--- src/rtl/cdq_pkg.sv ---
`default_nettype none

package cdq_pkg;

    localparam int WORD_W = 32;
    localparam int CAP_W  = 5;

    localparam logic [CAP_W-1:0] CAP_RESET = 5'd16;

    localparam logic [2:0] CMD_PUSH_FRONT = 3'd0;
    localparam logic [2:0] CMD_PUSH_REAR  = 3'd1;
    localparam logic [2:0] CMD_POP_FRONT  = 3'd2;
    localparam logic [2:0] CMD_POP_REAR   = 3'd3;

    typedef logic signed [WORD_W-1:0] word_t;

    typedef enum logic [2:0] {
        OP_HOLD,
        OP_SHIFT_IN,
        OP_SHIFT_OUT,
        OP_APPEND,
        OP_TRIM
    } cell_op_t;

    typedef struct packed {
        logic     clear;
        cell_op_t op;
        word_t    value;
    } cell_ctrl_t;

    typedef enum logic [1:0] {
        ST_IDLE,
        ST_LOAD,
        ST_SEND
    } state_t;

endpackage

`default_nettype wire

--- src/rtl/circular_deque.sv ---
// Double-ended queue of signed 32-bit words with a configurable capacity.
// Requests arrive on in_valid/in_ready with command and value; each request
// yields exactly one result on out_valid/out_ready: ok, front_item,
// rear_item, is_empty and is_full, all as they stand after the command.
// Empty queue reports -1 for both front_item and rear_item.
// Storage is a row of DEPTH cells; cell 0 holds the front entry. A front
// insert or front removal shifts the whole row by one cell;
// rear operations touch only the boundary cell.
// The cells and ok update at the accepting edge; the LOAD state then
// copies the updated cells into the result registers, and the SEND state
// presents the result on out_valid.
// A new request is not taken before the previous result is taken; the
// next request is taken in the cycle its predecessor's result is taken.
// When the receiver stalls, the result holds and in_ready stays low.
// Reset empties the queue and sets the capacity to 16. A write on
// cfg_wen/cfg_data sets the capacity (0 acts as 1, values above DEPTH
// act as DEPTH) and empties the queue; write it only while idle.
`default_nettype none

module circular_deque #(
    parameter int DEPTH = 16
) (
    input  wire                           clk,
    input  wire                           rst_n,
    input  wire                           cfg_wen,
    input  wire [cdq_pkg::CAP_W-1:0]      cfg_data,
    input  wire                           in_valid,
    output logic                          in_ready,
    input  wire [2:0]                     command,
    input  cdq_pkg::word_t                value,
    output logic                          out_valid,
    input  wire                           out_ready,
    output logic                          ok,
    output cdq_pkg::word_t                front_item,
    output cdq_pkg::word_t                rear_item,
    output logic                          is_empty,
    output logic                          is_full
);
    import cdq_pkg::*;

    localparam int DW = $clog2(DEPTH + 1);
    localparam int CW = (DW > CAP_W) ? DW : CAP_W;

    state_t state_reg;
    state_t state_next;

    logic [CAP_W-1:0] capacity_reg;
    logic [CW-1:0]    count_reg;
    logic [CW-1:0]    count_next;
    logic [CW-1:0]    cap_ext;
    logic [CW-1:0]    size;

    logic  ok_reg;
    logic  ok_next;
    word_t front_reg;
    word_t rear_reg;
    logic  empty_reg;
    logic  full_reg;

    logic       in_fire;
    logic       load_en;
    cell_ctrl_t ctrl;

    word_t cell_data  [DEPTH];
    word_t left_data  [DEPTH];
    word_t right_data [DEPTH];
    logic [DEPTH:0] valid_ext;
    logic [DEPTH-1:0] left_valid;
    word_t rear_any;
    logic  at_full;
    logic  at_empty;

    assign cap_ext = CW'(capacity_reg);

    always_comb
    begin
        if (cap_ext == '0)
        begin
            size = CW'(1);
        end
        else if (cap_ext > CW'(DEPTH))
        begin
            size = CW'(DEPTH);
        end
        else
        begin
            size = cap_ext;
        end
    end

    assign at_full  = (count_reg == size);
    assign at_empty = (count_reg == '0);

    // next state
    always_comb
    begin
        state_next = state_reg;
        case (state_reg)
            ST_IDLE:
            begin
                if (in_valid)
                begin
                    state_next = ST_LOAD;
                end
            end
            ST_LOAD:
            begin
                state_next = ST_SEND;
            end
            ST_SEND:
            begin
                if (out_ready)
                begin
                    state_next = in_valid ? ST_LOAD : ST_IDLE;
                end
            end
            default:
            begin
                state_next = ST_IDLE;
            end
        endcase
    end

    // outputs of the controller
    always_comb
    begin
        in_ready  = 1'b0;
        out_valid = 1'b0;
        load_en   = 1'b0;
        case (state_reg)
            ST_IDLE:
            begin
                in_ready = 1'b1;
            end
            ST_LOAD:
            begin
                load_en = 1'b1;
            end
            ST_SEND:
            begin
                out_valid = 1'b1;
                in_ready  = out_ready;
            end
            default:
            begin
                in_ready = 1'b0;
            end
        endcase
    end

    assign in_fire = in_valid && in_ready;

    // decode the request into one row-wide operation
    always_comb
    begin
        ctrl.clear = cfg_wen;
        ctrl.op    = OP_HOLD;
        ctrl.value = value;
        ok_next    = 1'b1;
        count_next = count_reg;
        if (in_fire)
        begin
            case (command)
                CMD_PUSH_FRONT:
                begin
                    ok_next = !at_full;
                    if (!at_full)
                    begin
                        ctrl.op    = OP_SHIFT_IN;
                        count_next = count_reg + CW'(1);
                    end
                end
                CMD_PUSH_REAR:
                begin
                    ok_next = !at_full;
                    if (!at_full)
                    begin
                        ctrl.op    = OP_APPEND;
                        count_next = count_reg + CW'(1);
                    end
                end
                CMD_POP_FRONT:
                begin
                    ok_next = !at_empty;
                    if (!at_empty)
                    begin
                        ctrl.op    = OP_SHIFT_OUT;
                        count_next = count_reg - CW'(1);
                    end
                end
                CMD_POP_REAR:
                begin
                    ok_next = !at_empty;
                    if (!at_empty)
                    begin
                        ctrl.op    = OP_TRIM;
                        count_next = count_reg - CW'(1);
                    end
                end
                default:
                begin
                    ok_next = 1'b1;
                end
            endcase
        end
        if (cfg_wen)
        begin
            count_next = '0;
        end
    end

    assign valid_ext[DEPTH] = 1'b0;

    genvar gi;
    generate
        for (gi = 0; gi < DEPTH; gi++)
        begin : g_cell
            if (gi == 0)
            begin : g_head
                assign left_data[gi]  = value;
                assign left_valid[gi] = 1'b1;
            end
            else
            begin : g_body
                assign left_data[gi]  = cell_data[gi-1];
                assign left_valid[gi] = valid_ext[gi-1];
            end
            if (gi == DEPTH - 1)
            begin : g_tail
                assign right_data[gi] = '0;
            end
            else
            begin : g_inner
                assign right_data[gi] = cell_data[gi+1];
            end

            cdq_cell u_cell (
                .clk         (clk),
                .rst_n       (rst_n),
                .ctrl        (ctrl),
                .left_data   (left_data[gi]),
                .left_valid  (left_valid[gi]),
                .right_data  (right_data[gi]),
                .right_valid (valid_ext[gi+1]),
                .data        (cell_data[gi]),
                .valid       (valid_ext[gi])
            );
        end
    endgenerate

    // the rear is the one occupied cell whose right neighbor is free
    always_comb
    begin
        rear_any = '0;
        for (int i = 0; i < DEPTH; i++)
        begin
            if (valid_ext[i] && !valid_ext[i+1])
            begin
                rear_any = rear_any | cell_data[i];
            end
        end
    end

    always_ff @(posedge clk or negedge rst_n)
    begin
        if (!rst_n)
        begin
            state_reg    <= ST_IDLE;
            capacity_reg <= CAP_RESET;
            count_reg    <= '0;
        end
        else
        begin
            state_reg <= state_next;
            count_reg <= count_next;
            if (cfg_wen)
            begin
                capacity_reg <= cfg_data;
            end
        end
    end

    always_ff @(posedge clk)
    begin
        if (in_fire)
        begin
            ok_reg <= ok_next;
        end
        if (load_en)
        begin
            front_reg <= valid_ext[0] ? cell_data[0] : word_t'(-1);
            rear_reg  <= valid_ext[0] ? rear_any : word_t'(-1);
            empty_reg <= !valid_ext[0];
            full_reg  <= at_full;
        end
    end

    assign ok         = ok_reg;
    assign front_item = front_reg;
    assign rear_item  = rear_reg;
    assign is_empty   = empty_reg;
    assign is_full    = full_reg;

    a_count_in_range: assert property (@(posedge clk) disable iff (!rst_n)
        count_reg <= size)
        else $error("entry count above active size");

    a_front_cell_matches_count: assert property (@(posedge clk) disable iff (!rst_n)
        valid_ext[0] == (count_reg != '0))
        else $error("front cell occupancy disagrees with entry count");

    a_load_then_send: assert property (@(posedge clk) disable iff (!rst_n)
        state_reg == ST_LOAD |=> out_valid)
        else $error("result not presented after load");

    a_accept_then_load: assert property (@(posedge clk) disable iff (!rst_n)
        in_fire |=> state_reg == ST_LOAD)
        else $error("accepted request not processed");

    a_not_empty_and_full: assert property (@(posedge clk) disable iff (!rst_n)
        out_valid |-> !(is_empty && is_full))
        else $error("result reports empty and full together");

endmodule

`default_nettype wire

--- src/rtl/cdq_cell.sv ---
`default_nettype none

module cdq_cell (
    input  wire                 clk,
    input  wire                 rst_n,
    input  cdq_pkg::cell_ctrl_t ctrl,
    input  cdq_pkg::word_t      left_data,
    input  wire                 left_valid,
    input  cdq_pkg::word_t      right_data,
    input  wire                 right_valid,
    output cdq_pkg::word_t      data,
    output logic                valid
);
    import cdq_pkg::*;

    word_t data_reg;
    word_t data_next;
    logic  valid_reg;
    logic  valid_next;

    always_comb
    begin
        data_next  = data_reg;
        valid_next = valid_reg;
        case (ctrl.op)
            OP_HOLD:
            begin
                data_next  = data_reg;
            end
            OP_SHIFT_IN:
            begin
                data_next  = left_data;
                valid_next = left_valid;
            end
            OP_SHIFT_OUT:
            begin
                data_next  = right_data;
                valid_next = right_valid;
            end
            OP_APPEND:
            begin
                // first free cell takes the word
                if (!valid_reg && left_valid)
                begin
                    data_next  = ctrl.value;
                    valid_next = 1'b1;
                end
            end
            OP_TRIM:
            begin
                // drop the last occupied cell
                if (valid_reg && !right_valid)
                begin
                    valid_next = 1'b0;
                end
            end
            default:
            begin
                data_next  = data_reg;
            end
        endcase
        if (ctrl.clear)
        begin
            valid_next = 1'b0;
        end
    end

    always_ff @(posedge clk or negedge rst_n)
    begin
        if (!rst_n)
        begin
            valid_reg <= 1'b0;
        end
        else
        begin
            valid_reg <= valid_next;
        end
    end

    always_ff @(posedge clk)
    begin
        data_reg <= data_next;
    end

    assign data  = data_reg;
    assign valid = valid_reg;

endmodule

`default_nettype wire

--- config.mk ---
export PLATFORM = sky130hd
export DESIGN_NAME = circular_deque
export DESIGN_NICKNAME = d
export VERILOG_FILES = /design/src/rtl/cdq_pkg.sv /design/src/rtl/circular_deque.sv /design/src/rtl/cdq_cell.sv
export SDC_FILE = /design/constraint.sdc
export NUM_CORES = 1
export LEC_CHECK = 0
export BUFFER_PORTS_ARGS = -buffer_cell sky130_fd_sc_hd__buf_2
export CAP_MARGIN = 40
export CORE_MARGIN = 1.5
export CORE_UTILIZATION = 45
export DETAILED_ROUTE_END_ITERATION = 6
export SYNTH_ARGS = -nofsm -noshare
export SYNTH_HDL_FRONTEND = slang
export SYNTH_SLANG_ARGS = --single-unit
--- constraint.sdc ---
create_clock -name clk -period 4.35 [get_ports clk]
set_input_delay 0.2175 -clock clk [delete_from_list [all_inputs] [get_ports clk]]
set_output_delay 0.2175 -clock clk [all_outputs]
set_load 0.1 [all_outputs]
Word level (Yosys, flattened, before mapping)

Index checks and enable logic that the tools add are counted.

Add/sub/neg operators: 2
Multipliers: 0
Divide/modulo/power cells: 0
Magnitude comparators: 1
Equality and inequality tests: 60
Shift operators: 0
Mux-type cells: 131
Bitwise logic cells: 15
Reduce and logical (&&, ||, !) cells: 82

Operators by type and width:

| cell                 | count |
|---|---|
| $pmux W32 S3         | 16 |
| $mux W32             | 32 |
| $or A32 B32 Y32      | 15 |
| $ne A3 B3 Y1 const B | 32 |
| $pmux W1 S4          | 14 |
| $mux W1              | 50 |
| $reduce_and A3 Y1    | 14 |
| $reduce_and A2 Y1    | 19 |
| $ne A2 B2 Y1 const B | 18 |
| $mux W5              | 6 |
| $logic_not A1 Y1     | 18 |
| $logic_and A1 B1 Y1  | 16 |
| $eq A3 B2 Y1 const B | 4 |
| $pmux W3 S4          | 1 |
| $logic_not A5 Y1     | 2 |
| $pmux W5 S2          | 1 |
| $mux W2              | 4 |
| $reduce_bool A4 Y1   | 2 |
| $reduce_or A2 Y1     | 4 |
| $eq A3 B1 Y1 const B | 2 |
| $mux W3              | 2 |
| $pmux W1 S3          | 2 |
| $pmux W2 S3          | 1 |
| $reduce_bool A3 Y1   | 2 |
| 13 further kinds     | 14 |

Register bits: 607
Latch bits: 0
Memory bits (writable): 0
Memory bits (read-only): 0
Input port bits: 45
Output and inout port bits: 69
Logic and storage cells: 331
Memories: 0

Logic depth before layout (Yosys ltp)

Depth after elaboration: 33
Gate-level depth with buffers: 10

Hierarchy

A second synthesis with hierarchy kept.

Cells, all modules: 2,994
Area total of the unflattened synthesis: 33,833.7 sq um

Modules (own cells, without submodules):

| module         | times used | cells each | area each (sq um) | sequential area each (sq um) |
|---|---|---|---|---|
| cdq_cell       | 16         | 152        | 1,744.2           | 985.9 |
| circular_deque | 1          | 562        | 5,926.9           | 2,313.5 |

Worst setup path after synthesis

OpenSTA, ideal clock, no wires.

Path type: register -> register
Start point: reg capacity_reg[4], in the netlist cap_ext[4]
End point: reg g_cell[0].u_cell.data_reg[0], enable pin
Library setup time: 0.432 ns
Data arrival time: 3.274 ns
Data required time: 3.918 ns
Setup slack: 0.644 ns
Stages on the path, launching flop included: 9
Path through: dfstp_2 -> and4bb_1 -> a31oi_1 -> nor3b_2 -> a21boi_0 -> buf_2 -> buf_2 -> buf_1 -> a21oi_1

Longest elaborated chain between the ends: 10
Elaborated cells on any way between the ends: 15
Those cells by class: order compare: 1; eq/ne: 5; mux: 6; reduce/logical: 3

RTL lines:

| item                                                         | line                                         | source |
|---|---|---|
| start: declaration                                           | circular_deque.sv:47                         | `logic [CAP_W-1:0] capacity_reg;` |
| start signal: assignment                                     | circular_deque.sv:278                        | `capacity_reg <= cfg_data;` |
| $gt A5 B5 Y1                                                 | circular_deque.sv:81                         | `else if (cap_ext > CW'(DEPTH))` |
| $mux W5                                                      | circular_deque.sv:81                         |  |
| $mux W5 (*)                                                  | circular_deque.sv:77                         | `if (cap_ext == '0)` |
| $eq A5 B5 Y1 (*)                                             | circular_deque.sv:91                         | `assign at_full = (count_reg == size);` |
| $mux W2 or $mux W1 (tied branches)                           | circular_deque.sv:176, circular_deque.sv:167 |  |
| $pmux W3 S4 (*)                                              | circular_deque.sv:163                        | `case (command)` |
| $mux W3 (*)                                                  | circular_deque.sv:161                        | `if (in_fire)` |
| $eq A3 B2 Y1 or $eq A3 B1 Y1 (tied branches)                 | cdq_cell.sv:25                               | `case (ctrl.op)` |
| $ne A2 B2 Y1 (no line) or $reduce_bool A3 Y1 (tied branches) | -                                            |  |
| $reduce_and A2 Y1 (no line) (*)                              | -                                            |  |
| end signal: assignment                                       | cdq_cell.sv:82                               | `data_reg <= data_next;` |
| end: declaration                                             | cdq_cell.sv:16                               | `word_t data_reg;` |

Mark *: on every way between the ends. The rest lies on a longest branch, timed or not.
A chain may end at the register's enable or synchronous reset.

Final worst setup path

Start point: reg capacity_reg[4], in the netlist cap_ext[4]
End point: reg g_cell[7].u_cell.data_reg[16] (data pin)

Longest elaborated chain between the ends: 9
Elaborated cells on any way between the ends: 13
Those cells by class: order compare: 1; eq/ne: 4; mux: 7; reduce/logical: 1

RTL lines:

| item                                         | line                                         | source |
|---|---|---|
| $gt A5 B5 Y1                                 | circular_deque.sv:81                         |  |
| $mux W5                                      | circular_deque.sv:81                         |  |
| $mux W5 (*)                                  | circular_deque.sv:77                         |  |
| $eq A5 B5 Y1 (*)                             | circular_deque.sv:91                         |  |
| $mux W2 or $mux W1 (tied branches)           | circular_deque.sv:176, circular_deque.sv:167 |  |
| $pmux W3 S4 (*)                              | circular_deque.sv:163                        |  |
| $mux W3 (*)                                  | circular_deque.sv:161                        |  |
| $eq A3 B2 Y1 or $eq A3 B1 Y1 (tied branches) | cdq_cell.sv:25                               |  |
| $pmux W32 S3 (*)                             | cdq_cell.sv:25                               |  |
| via g_cell[7].u_cell.data_next[16]           | cdq_cell.sv:17                               | `word_t data_next;` |
| end signal: assignment                       | cdq_cell.sv:82                               |  |
| end: declaration                             | cdq_cell.sv:16                               |  |

The timed path passes the listed nets; every way through them passes the cells marked *.

==> results.md <==
- Area of the core: approximately 70000 sq um
- CP peak stage delay: 0.57 ns
- Setup bufs post-CTS: 0
- Worst path slowest cell: dfstp_2
- DR iter-0 viols: 3738
- TritonCTS Buffers: 70
- Met3 global-route usage: 5.80%
- Via count of the first global-routing pass: 25835
- CTS max path bufs: 3
- Clock Skews: around 0.024 ns
- Mean Syn Cell Area: 10.2 sq um
- Crit-path cells: and4bb_1, a31oi_1, or3b_1, o21ai_4, buf_4, nand2_8, buf_12, a31oi_1
- Worst Path Buf+Inv: 2
- Max-cap viol count: 0
- WL per Instance: 27.9 um
- Clock Tree Root: clkbuf_16
- Total Routing Usage GR: approximately 31%
- RSZ-0062 raised after global routing: no
- Warnings from Yosys: 0
- Total power divided by cell area: 408 nW/um^2
- Status: finished, final reports clean
- Die area: 70800 sq um
- CTS tree: done
- Core Rows: 96
- Critical Path RT: ~4.8 ns
- Grt ovf: 0
- Hold Fails Final Rpt: 0
- Post-place instance area: 32900 sq um
- Initial antenna violation count: 2
- Most frequent cells in the layout: nand2_1, edfxtp_1, nor3_1, a31oi_1, a221oi_1
- Share of the core filled with cells: 51.7%
- Post-Syn Nets: between 3000 and 4000
- Proportion of layout cells with a drive suffix above 1: 11.4%
- Cts repair resizes: 0
- Crit path DAT: 3.90 ns
- Synthesis-to-finish area growth: 13.9%
- Post-Syn Area: around 31000 sq um
- Yosys reg bits: 607
- Fin crit share: around 79%
- CTS Hold Bufs: 40
- Netlist cell types: between 40 and 50
- Vias per inst: 6.84
- Slew of the pin with the lowest slew margin: 1.23 ns
- Setup CP Type: register to register
- Die W: 266 um
- Initial DRT Pass Iterations: 6
- # diodes: 0
- Final hold slack: 0.0805 ns
- Antenna-violating nets left: 0
- Cells after synthesis: 3049
- Startpoint types: register
- Critical path's most frequent cell: a31oi_1
- Peak Freq: 0.289 GHz
- Setup TNS: 0 ns
- CP max FO: 160
- Slew Limit Headroom: 17.9%
- IO Port Bufs: around 110
- Nets: 3072
- Initial Utilization: around 45%
- Global-route wire length before repair: approximately 160 mm
- Most Crowded Layer GR: met2
- Final Slew Violations: 0
- H-tree depth: 3
- Reg clk slew, reported paths: about 0.060 ns
- Die height: 266 um
- Ports: 114
- Largest net degree at the start of global routing: ~240
- DP HPWL: 59.8 mm
- Crit path max-delay family: compound AO/OA/AOI/OAI gates
- Pre-CTS WS: 0.997 ns
- DR DRC count: 0
- Met1 Use GR: 42.0%
- Via count: about 27000
- Maximum VDD drop: about 0.27 mV
- Later-pin clock latency in the skew report: 0.63 ns
- Clock sink count: 607
- Final WL: 112 mm
- CP endpoint kind: register
- Leak: 12.5 nW
- Post-route cell area: 35500 sq um
- GR Util met2: 47.2%
- Seq/Total Area, Yosys: 58.1%
- Min Tclk post-route: 3.45 ns
- Min-delay worst type: input pin to register
- Setup Viol. Count Final: 0
- Placer Congestion: 0.843
- Max reg flops: 512
- Commonest non-fill, non-tap cell in the layout: nand2_1
- Setup ws final: 0.895 ns
path summary, 6_finish.rpt:
path | start | endpoint | slack (ns) | cells after the start
min in group asynchronous | rst_n | cap_ext[3] | 0.17 | 2
hold reg to reg | cap_ext[2] | cap_ext[2] | 0.55 | 1
max in group asynchronous | rst_n | g_cell[0].u_cell.valid | 3.68 | 2
setup / recovery | cap_ext[4] | g_cell[7].u_cell.data[16] | 0.90 | 8
setup reg to reg | cap_ext[4] | g_cell[7].u_cell.data[16] | 0.90 | 8
hold / removal | command[1] | ok | 0.08 | 3
metal layers:
metal,share of wire (%),routed length (um)
met5,0.021,24
met3,12,13200
met4,5.2,5840
met1,38,42700
met2,45,49900
kinds of logic (layout without fill, tap and decap cells):
| family | count (synthesis) | in the layout | share of synthesized area, % |
|---|---|---|---|
| and+or+nand+nor | 1290 | 1290 | 18.4 |
| buffers and inverters | 348 | 374 | 4.68 |
| DFF | 607 | 607 | 58.1 |
| AOI/OAI and AO/OA | 788 | 788 | 18.2 |
| xor gates and xnor gates | 6 | 6 | 0.169 |
| muxes | 6 | 6 | 0.217 |
| adders and majority gates | 4 | 4 | 0.185 |
layout make-up:
class	count	area (sq um)
repair buffers	239	2040
flip-flops and latches	607	18100
fillers	6035	33100
multi-input cells	2094	11900
well taps	931	1160
clock inverters	44	417
inverters	11	41.3
clock buffers	80	1800
synth_stat cells (all sizes together):
library cell    n  area, sq um
xnor2           6         52.6
clkinv          2         7.51
nor3b           2         20.0
o22ai          12         75.1
o21bai          2         15.0
edfxtp        579        17400
a31oi         450         2820
a21o            4         30.0
buf           142          684
a211oi          3         22.5
o211ai          1         12.5
dfrtp          27          676
ha              3         37.5
a2bb2oi        12          105
nor2b          16          100
dfstp           1         26.3
mux2            6         67.6
or3             1         6.26
nor3          454         2280
fa              1         20.0
or4             1         7.51
a22o           96          841
a21boi          1         7.51
a221o          32          320
nand2         646         2430
a211o           2         17.5
or2             1         6.26
o2bb2a          1         10.0
o41ai           1         16.3
nand3          35          175
clkbuf        195          732
and4bb          1         12.5
nand4          32          200
a21oi          12         60.1
inv             9         33.8
nand2b         48          300
o21ai          16         83.8
and3            3         18.8
a221oi        143         1250
or3b            1         8.76
nor2           49          184
where the power goes:
part	switching (mW)	total, mW	internal, mW
logic	1.18	1.67	0.496
clock network	2.54	5.89	3.34
registers	0.184	6.91	6.73
total	3.90	14.5	10.6
worst register-to-register path: cells and delay by family, from the launching register on:
| family | cells | cell delay, ns |
|---|---|---|
| AO/OA/AOI/OAI | 3 | 1.08 |
| AND/OR/NAND/NOR | 3 | 0.88 |
| buffers and inverters | 2 | 0.75 |
| flip-flops | 1 | 0.57 |
stage by stage:
step                power, mW  instances
CTS                      14.5       4006
finish                   14.5       4006
global route             14.9       4006
global placement         8.59       3834
floorplan                8.03       3049
detailed placement       8.63       3842
No activity file was read; power rests on OpenSTA's default activity.
